`config.mk`:
```
export PLATFORM = sky130hd
export DESIGN_NAME = height_sample_normalizer
export DESIGN_NICKNAME = d
export VERILOG_FILES = /design/src/rtl/hsn_pkg.sv /design/src/rtl/height_sample_normalizer.sv
export VERILOG_INCLUDE_DIRS = /design/src /design/src/rtl
export SDC_FILE = /design/constraint.sdc
export NUM_CORES = 1
export LEC_CHECK = 0
export ABC_AREA = 1
export BUFFER_PORTS_ARGS = -buffer_cell sky130_fd_sc_hd__buf_4
export CORE_UTILIZATION = 57
export CTS_BUF_LIST = sky130_fd_sc_hd__clkbuf_2 sky130_fd_sc_hd__clkbuf_4 sky130_fd_sc_hd__clkbuf_8
export CTS_CLUSTER_SIZE = 40
export DETAILED_ROUTE_END_ITERATION = 12
export GPL_ROUTABILITY_DRIVEN = 1
export GPL_TIMING_DRIVEN = 0
export PLACE_DENSITY = 0.86
export SLEW_MARGIN = 10
export SYNTH_ARGS = -nofsm -noshare
export SYNTH_HDL_FRONTEND = slang
export SYNTH_SLANG_ARGS = --single-unit
```
`constraint.sdc`:
```
create_clock -name clk_i -period 6.2 [get_ports clk_i]
set_input_delay 0.93 -clock clk_i [delete_from_list [all_inputs] [get_ports clk_i]]
set_output_delay 0.93 -clock clk_i [all_outputs]
set_load 0.02 [all_outputs]
```
`src/rtl/height_sample_normalizer_defines.svh`:
```
// ----------------------------------------------------------------------------
// Height sample normaliser assertion macros
// Shared property wrappers on clk_i with rst_ni as disable.
// ----------------------------------------------------------------------------
`ifndef HEIGHT_SAMPLE_NORMALIZER_DEFINES_SVH
`define HEIGHT_SAMPLE_NORMALIZER_DEFINES_SVH

// Same-cycle implication.
`define HSN_ASSERT_IMP(lbl, ante, cons) \
  lbl: assert property (@(posedge clk_i) disable iff (!rst_ni) (ante) |-> (cons)) \
    else $error("height_sample_normalizer: same-cycle check failed");

// Next-cycle implication.
`define HSN_ASSERT_NXT(lbl, ante, cons) \
  lbl: assert property (@(posedge clk_i) disable iff (!rst_ni) (ante) |=> (cons)) \
    else $error("height_sample_normalizer: next-cycle check failed");

`endif

```
`src/rtl/hsn_pkg.sv`:
```
// ----------------------------------------------------------------------------
// Height sample normaliser package
// Format codes and the float to 16-bit scaling function.
// ----------------------------------------------------------------------------
package hsn_pkg;

  localparam logic [1:0] FMT_U16 = 2'd0;
  localparam logic [1:0] FMT_I16 = 2'd1;
  localparam logic [1:0] FMT_F32 = 2'd2;

  localparam logic [30:0] ONE_BITS = 31'h3F80_0000;
  localparam logic [7:0]  EXP_MAX  = 8'hFF;
  // below this exponent the scaled value stays under one half
  localparam logic [7:0]  EXP_MIN  = 8'd110;
  localparam logic [8:0]  EXP_BIAS_SHIFT = 9'd150;

  // round(x * 65535) for finite x in [0, 1]: product rounded to 24 bits
  // nearest-even, then to an integer with halves away from zero.
  function automatic logic [15:0] scale_f32(logic [30:0] mag);
    logic [7:0]  expo;
    logic [23:0] sig;
    logic [39:0] prod;
    logic [23:0] q0;
    logic        rbit;
    logic        sticky;
    logic [24:0] q;
    logic [8:0]  n9;
    logic [4:0]  n;
    logic [25:0] sum;
    logic [25:0] r;
    logic [15:0] res;
    expo = mag[30:23];
    sig  = {1'b1, mag[22:0]};
    // multiply by 65535 as x*2^16 - x
    prod = {sig, 16'd0} - {16'd0, sig};
    if (prod[39]) begin
      q0     = prod[39:16];
      rbit   = prod[15];
      sticky = |prod[14:0];
    end else begin
      q0     = prod[38:15];
      rbit   = prod[14];
      sticky = |prod[13:0];
    end
    q   = {1'b0, q0} + {24'd0, (rbit && (sticky || q0[0]))};
    n9  = EXP_BIAS_SHIFT - {1'b0, expo} - (prod[39] ? 9'd16 : 9'd15);
    n   = n9[4:0];
    sum = {1'b0, q} + (26'd1 << (n - 5'd1));
    r   = sum >> n;
    if (expo < EXP_MIN) begin
      res = 16'd0;
    end else if (r > 26'h00FFFF) begin
      res = 16'hFFFF;
    end else begin
      res = r[15:0];
    end
    return res;
  endfunction

endpackage

```
`src/rtl/height_sample_normalizer.sv`:
```
// ----------------------------------------------------------------------------
// Height sample normaliser
// One result per sample; a sample passes from an input register to a result
// register. Throughput is one transfer per clock while the sink does not stall;
// the float scale between the registers is combinational. The result register
// holds while the sink stalls and the input register keeps accepting until both
// are full. sample_format is to be written by the user only while no sample
// is in flight; the block itself does not enforce this.
// ----------------------------------------------------------------------------
`include "height_sample_normalizer_defines.svh"

module height_sample_normalizer
  import hsn_pkg::*;
(
  input  logic        clk_i,
  input  logic        rst_ni,
  input  logic        cfg_we_i,
  input  logic [1:0]  cfg_wdata_i,    // sample_format
  input  logic        s_tvalid_i,
  output logic        s_tready_o,
  input  logic [31:0] s_tdata_i,      // [31:0] raw_word
  input  logic        s_tlast_i,      // last_sample
  output logic        m_tvalid_o,
  input  logic        m_tready_i,
  output logic [15:0] m_tdata_o,      // [15:0] height_value
  output logic [1:0]  m_tuser_o,      // [0] sample_bad, [1] run_all_valid
  output logic        m_tlast_o       // run_end
);

  logic [1:0]  fmt_q;
  logic        in_vld_q, in_vld_d;
  logic [31:0] word_q;
  logic        last_q;
  logic        out_vld_q, out_vld_d;
  logic [15:0] height_q, height_d;
  logic        bad_q, bad_d;
  logic        allv_q, allv_d;
  logic        end_q;
  logic        vsf_q, vsf_d;
  logic        s_xfer, load_out, out_free;

  assign out_free   = !out_vld_q || m_tready_i;
  assign load_out   = in_vld_q && out_free;
  assign s_tready_o = !in_vld_q || out_free;
  assign s_xfer     = s_tvalid_i && s_tready_o;

  always_comb begin
    in_vld_d  = s_xfer ? 1'b1 : (load_out ? 1'b0 : in_vld_q);
    out_vld_d = load_out ? 1'b1 : (m_tready_i ? 1'b0 : out_vld_q);
  end

  always_comb begin
    height_d = 16'd0;
    bad_d    = 1'b0;
    unique case (fmt_q)
      FMT_U16: height_d = word_q[15:0];
      FMT_I16: height_d = {~word_q[15], word_q[14:0]};
      default: begin
        // non-finite, negative non-zero, or above one
        bad_d = (word_q[30:23] == EXP_MAX) || (word_q[31] && (word_q[30:0] != 31'd0)) ||
                (word_q[30:0] > ONE_BITS);
        if (!bad_d) begin
          height_d = scale_f32(word_q[30:0]);
        end
      end
    endcase
    allv_d = vsf_q && !bad_d;
    vsf_d  = vsf_q;
    if (load_out) begin
      vsf_d = last_q ? 1'b1 : allv_d;
    end
  end

  always_ff @(posedge clk_i or negedge rst_ni) begin
    if (!rst_ni) begin
      fmt_q     <= FMT_U16;
      in_vld_q  <= 1'b0;
      out_vld_q <= 1'b0;
      vsf_q     <= 1'b1;
    end else begin
      if (cfg_we_i) begin
        fmt_q <= cfg_wdata_i;
      end
      in_vld_q  <= in_vld_d;
      out_vld_q <= out_vld_d;
      vsf_q     <= vsf_d;
    end
  end

  always_ff @(posedge clk_i) begin
    if (s_xfer) begin
      word_q <= s_tdata_i;
      last_q <= s_tlast_i;
    end
    if (load_out) begin
      height_q <= height_d;
      bad_q    <= bad_d;
      allv_q   <= allv_d;
      end_q    <= last_q;
    end
  end

  assign m_tvalid_o = out_vld_q;
  assign m_tdata_o  = height_q;
  assign m_tuser_o  = {allv_q, bad_q};
  assign m_tlast_o  = end_q;

  `HSN_ASSERT_IMP(a_bad_zero, out_vld_q && bad_q, height_q == 16'd0)
  `HSN_ASSERT_IMP(a_bad_clears_run, out_vld_q && bad_q, !allv_q)
  `HSN_ASSERT_NXT(a_run_restart, load_out && last_q, vsf_q)
  `HSN_ASSERT_IMP(a_bad_only_float, out_vld_q && bad_q, fmt_q != FMT_U16 && fmt_q != FMT_I16)

endmodule
```
== After elaboration in Yosys (flattened, before gate mapping) ==
Cells that the tools add are included.
W data, S select, Z words.

* $add $sub $neg: 6
* Order comparisons: 3
* Eq/ne operators: 2
* Shifts and indexed selects: 2
* Multiplexer cells: 20
* Bitwise gates (word level): 1
* Reductions and logical operators: 20

{| class="wikitable"
|+ Operators by type and width
! operator !! number
|-
| $mux W24 || 3
|-
| $mux W16 || 3
|-
| $sub A40 B24 Y40 || 1
|-
| $pmux W16 S2 || 1
|-
| $gt A31 B30 Y1 const B || 1
|-
| $reduce_bool A31 Y1 || 1
|-
| $add A25 B26 Y26 || 1
|-
| $gt A26 B16 Y1 const B || 1
|-
| $shl A1 B5 Y26 const A || 1
|-
| $shr A26 B5 Y26 || 1
|-
| $add A24 B1 Y25 || 1
|-
| $reduce_or A15 Y1 || 1
|-
| $reduce_or A14 Y1 || 1
|-
| $mux W1 || 12
|-
| $eq A8 B8 Y1 const B || 1
|-
| $lt A8 B7 Y1 const B || 1
|-
| $logic_and A1 B1 Y1 || 5
|-
| $logic_or A1 B1 Y1 || 5
|-
| $mux W5 || 1
|-
| $sub A5 B1 Y5 const B || 1
|-
| $sub A5 B5 Y5 || 1
|-
| $sub A5 B5 Y5 const A || 1
|-
| $reduce_bool A2 Y1 || 2
|-
| $logic_not A1 Y1 || 3
|-
| other kinds (4) || 4
|}

* Bits in registers: 57
* Input port bits: 40
* Output and inout port bits: 21

== Depth between registers and ports, before layout ==
* Depth in word-level cells: 16
* Mapped depth: 51
* Gate-level depth less buffers: 45

== Least setup slack after synthesis ==
OpenSTA, ideal clock, no wires.

* Path type: reg2reg
* Start point: register word_q[2]
* End point: register height_q[12] (netlist: m_tdata_o[12]), data pin
* Arrival time: 6.061 ns
* Required time: 5.948 ns
* Setup slack: -0.114 ns
* Cell stages (with the launch flop): 48
* Path through: edfxtp_1 -> ha_1 -> buf_2 -> nand2_1 -> inv_1 -> nand2_1 -> nand2_1 -> nand2_1 -> nand4_1 -> clkbuf_1 -> inv_2 -> ha_1 -> inv_1 -> ha_1 -> a21oi_1 -> nand2_1 -> nand2_1 -> nand2_1 -> (+12 left out) -> nand3_1 -> nand2_1 -> nand2_2 -> nand2_1 -> inv_1 -> nor2_1 -> nand2_1 -> nand3_2 -> nand2_2 -> nand2_1 -> nand2_1 -> nand4_1 -> nand2_1 -> nor2_4 -> buf_6 -> nand4_1 -> nand2_1 -> nand2_1

* Word-level cells in the longest chain between the ends: 15

{| class="wikitable"
|+ Ends and longest elaborated chain
! what !! line !! RTL
|-
| start: declaration || height_sample_normalizer.sv:32 || <nowiki>logic [31:0] word_q;</nowiki>
|-
| start signal: assignment || height_sample_normalizer.sv:92 || <nowiki>word_q <= s_tdata_i;</nowiki>
|-
| $sub A40 B24 Y40 || hsn_pkg.sv:35 || <nowiki>prod = {sig, 16'd0} - {16'd0, sig};</nowiki>
|-
| $reduce_or A15 Y1 or $reduce_or A14 Y1 (tied branches) || hsn_pkg.sv:39, hsn_pkg.sv:43 ||
|-
| $mux W1 || hsn_pkg.sv:36 || <nowiki>if (prod[39]) begin</nowiki>
|-
| $mux W1 || height_sample_normalizer.sv:62 || <nowiki>if (!bad_d) begin</nowiki>
|-
| $mux W1 || height_sample_normalizer.sv:55 || <nowiki>unique case (fmt_q)</nowiki>
|-
| $logic_or A1 B1 Y1 || hsn_pkg.sv:45 || <nowiki>q = {1'b0, q0} + {24'd0, (rbit && (sticky || q0[0]))};</nowiki>
|-
| $logic_and A1 B1 Y1 || hsn_pkg.sv:45 ||
|-
| $add A24 B1 Y25 || hsn_pkg.sv:45 ||
|-
| $add A25 B26 Y26 || hsn_pkg.sv:48 || <nowiki>sum = {1'b0, q} + (26'd1 << (n - 5'd1));</nowiki>
|-
| $shr A26 B5 Y26 || hsn_pkg.sv:49 || <nowiki>r = sum >> n;</nowiki>
|-
| $gt A26 B16 Y1 || hsn_pkg.sv:52 || <nowiki>end else if (r > 26'h00FFFF) begin</nowiki>
|-
| $mux W16 || hsn_pkg.sv:52 ||
|-
| $mux W16 || hsn_pkg.sv:50 || <nowiki>if (expo < EXP_MIN) begin</nowiki>
|-
| $mux W16 * || height_sample_normalizer.sv:62 ||
|-
| $pmux W16 S2 * || height_sample_normalizer.sv:55 ||
|-
| via height_d[12] || height_sample_normalizer.sv:35 || <nowiki>logic [15:0] height_q, height_d;</nowiki>
|-
| end signal: assignment || height_sample_normalizer.sv:96 || <nowiki>height_q <= height_d;</nowiki>
|-
| end: declaration || height_sample_normalizer.sv:35 ||
|}

Mark *: on every way through the listed nets, which the timed path passes. The rest lies on a longest branch. The select of a mux whose other input is x is not followed.
A chain may end at the register's enable or synchronous reset.

== Worst setup path after layout ==
* Start point: register word_q[5]
* End point: register height_q[3] (netlist: m_tdata_o[3]), data pin

Same word-level chain as after synthesis.

==> metrics.cfg <==
[pwr]
p_leak_nw = 4.52
vdd.ir_drop.worst_mv = 0.284
pwr_density_cell_nw_per_um2 = 238
total_power_mw = 2.14

[logic_synthesis]
synthCells = 1100
synth.largest_area_cell = edfxtp_1
avgSynthCellArea_um2 = 6.15
synth_edf_count = 52
synth_seq_area_share = 0.250
ys_top_cells_by_count = nand2_1, nand3_1, inv_1, nor2_1, edfxtp_1
synth_area_leaders = edfxtp_1, nand2_1, nand3_1
synth_nets = 1180
netlist_area_um2 = 6760
ys_async_sr_fraction = 0.0877
synth_top_area_frac = 0.231
synth_flop_cell = edfxtp_1
yosysMostFrequentCell = nand2_1
yosysWarnings = 0
synth_seq_cells = 57
synth.distinct_cells = 50

[die]
die_w_um = 111
ios = 61
die_h_um = 111
initial_core_util = 0.590
die_area_um2 = 12300
core_um2 = 11500
row_count = 39

[grt]
overflow = 0
grt_pass1_vias = 7096
grt_first_pass_wirelength_um = 35500
grt_max_degree = 34
antenna_found_initial = 0
grtUsageTotal = 0.364

[job]
maxCapViolCount = 0

[route]
post_drt_wl_per_cell_um = 19.2
ant_nets = 0
routed_wl_um = 26500
via_count = 8581
vias_per_cell = 6.23
drt_iter0_drc = 1474
dr.pass1.iters = 6
drc = 0

[clocking]
clkTransAtPathRegs_ns = 0.07
worstSkewPairLatency_ns = 0.34
cts-buffers-inserted = 9
hold_buffers = 0
cts_num_sinks = 57
clock_path_buffers = 2
cts_tree = done
root_buffer = clkbuf_8
cts_max_level = 3

[sta]
max_freq_mhz = 155
fin_worst_skew_ns = 0.00822
slew_headroom = 0.255
finalSetupViolCount = 16
finalCritPeriodShare = 1.04
final.setup.worst_slack_ns = -0.260
tns_ns = -3.33
hold_viol = 0
hold_slack_ns = 0.378
tightest_slew_ns = 1.11
period_needed_ns = 6.46
rsz0062_at_grt = yes
finalMaxSlewViolations = 0

[worst_setup_path]
cp_data_arrival_time_ns = 6.56
worst_path_max_delay_cell = edfxtp_1
critPathMaxStageDelay_ns = 0.49
path_delay_family = simple AND/OR/NAND/NOR gates
worstSetupPathType = reg -> reg
crit_path_end_kind = register
crit_fanout = 10
cp_num_buf_inv = 4
cp_common_cell = nand2_1
cp.required_ns = 6.30
cp-start-kind = register

[final_layout]
area_delta_synth_final_pct = 32.8
num_antenna_cells = 0
nFillCells = 795
finalInstanceArea_um2 = 8980
drive_gt1_frac = 0.281
final_nets = 1310

[worst_hold_path]
worstHoldPathType = in -> async

[place]
gp_congestion = 1.03
placed_cell_area_um2 = 7390
io_buffer_count = 60
dpl.hpwl_um = 17500
post-place-ws_ns = -1.03

[run_status]
violations = negative setup slack
status = complete, but fails checks

power by group:
part	leakage, nW	total, mW	switching [mW]	internal (mW)
sequential	0.562	0.499	0.0273	0.471
combinational	3.83	1.22	0.769	0.449
clock	0.124	0.419	0.143	0.276
metrics by stage:
| stage | util | cells |
|---|---|---|
| final | 0.783 | 1378 |
| after global routing | 0.783 | 1378 |
| after CTS | 0.702 | 1341 |
| after detailed placement | 0.645 | 1303 |
| after global placement | 0.645 | 1303 |
| after floorplan | - | 1100 |
repair_timing:
action / in CTS / in global routing
pin swaps: 15 / 64
gates cloned: 2 / 1
setup endpoints to repair: 16 / 16
buffers inserted: 20 / 38
resized for setup: 60 / 153
endpoints found under the hold margin: 0 / 0
metal layers:
layer / part of all wire / vias up / GRT usage
met5: 0 / - / 0
met4: 0.063 / 0 / 0.113
met3: 0.13 / 209 / 0.0503
met2: 0.44 / 690 / 0.580
met1: 0.37 / 3832 / 0.512
li1: - / 3850 / -
layout by cell type, fill, tap and decap left out, types with 4 or more instances in the layout:
| cell | Yosys | final |
|---|---|---|
| nand2_1 | 387 | 356 |
| nand3_1 | 164 | 131 |
| inv_1 | 143 | 129 |
| buf_4 | 5 | 122 |
| nor2_1 | 82 | 66 |
| edfxtp_1 | 52 | 52 |
| nand4_1 | 39 | 39 |
| nand3_2 | 4 | 35 |
| nand2_2 | 11 | 34 |
| inv_2 | 12 | 23 |
| ha_4 | 0 | 23 |
| nor2_2 | 8 | 20 |
| o21ai_0 | 20 | 18 |
| a21oi_1 | 20 | 16 |
| ha_1 | 37 | 13 |
| nand2_4 | 1 | 9 |
| clkbuf_8 | 0 | 9 |
| xnor2_1 | 9 | 8 |
| buf_6 | 2 | 8 |
| nor3_4 | 0 | 8 |
| nor2_4 | 3 | 7 |
| buf_1 | 9 | 6 |
| nand3b_1 | 6 | 6 |
| o211ai_1 | 6 | 6 |
| o21ai_1 | 3 | 5 |
| xor2_1 | 5 | 5 |
| buf_2 | 8 | 5 |
| nor3_1 | 13 | 5 |
| a21oi_2 | 1 | 4 |
| clkbuf_2 | 0 | 4 |
| clkbuf_4 | 0 | 4 |
| nor3_2 | 4 | 4 |
| dfrtp_1 | 4 | 4 |
path summary, 6_finish.rpt:
kind	startpoint	end	slack (ns)	depth (start not counted)
worst min register to register	last_q	m_tlast_o	0.47	0
max in group asynchronous	rst_ni	vsf_q	5.63	1
worst max register to register	word_q[5]	m_tdata_o[3]	-0.26	32
min in group clk_i	last_q	m_tlast_o	0.47	0
worst min-delay path	rst_ni	in_vld_q	0.38	1
worst max-delay path	word_q[5]	m_tdata_o[3]	-0.26	32
worst register-to-register path, delay by kind of cell (launching register included):
family,cells,cell delay (ns)
AO/OA/AOI/OAI,1,0.16
adder cells (fa/ha/maj),5,1.63
flip-flops,1,0.49
XOR/XNOR,1,0.24
AND/OR/NAND/NOR,21,2.91
buffers and inverters,4,0.79
sequential cells by signal, summed over array words and instances (netlist names):
signal / cells
word_q: 32
allv_q: 1
bad_q: 1
last_q: 1
m_tlast_o: 1
fmt_q: 2
m_tvalid_o: 1
m_tdata_o: 16
vsf_q: 1
in_vld_q: 1
final cells by class:
class / instances / area [um2] / area share
Buffer: 33 / 243 / 0.0270
Clock buffer: 11 / 139 / 0.0155
Clock inverter: 5 / 104 / 0.0116
Inverter: 157 / 606 / 0.0674
Multi-Input combinational cell: 851 / 5100 / 0.568
Sequential cell: 57 / 1690 / 0.188
Tap cell: 143 / 179 / 0.0199
Timing Repair Buffer: 121 / 922 / 0.103
cells by family (layout without fill, tap and decap cells):
family,Yosys count,after routing,synth area share
adders and majority gates,40,40,0.0773
xor gates and xnor gates,15,15,0.0205
and+or+nand+nor,727,727,0.477
DFF,57,57,0.250
AOI/OAI and AO/OA,64,64,0.0559
buffers and inverters,192,327,0.113
muxes,4,4,0.00611
other,1,1,0.000555
Note: power is estimated with default switching activity, not from simulation.
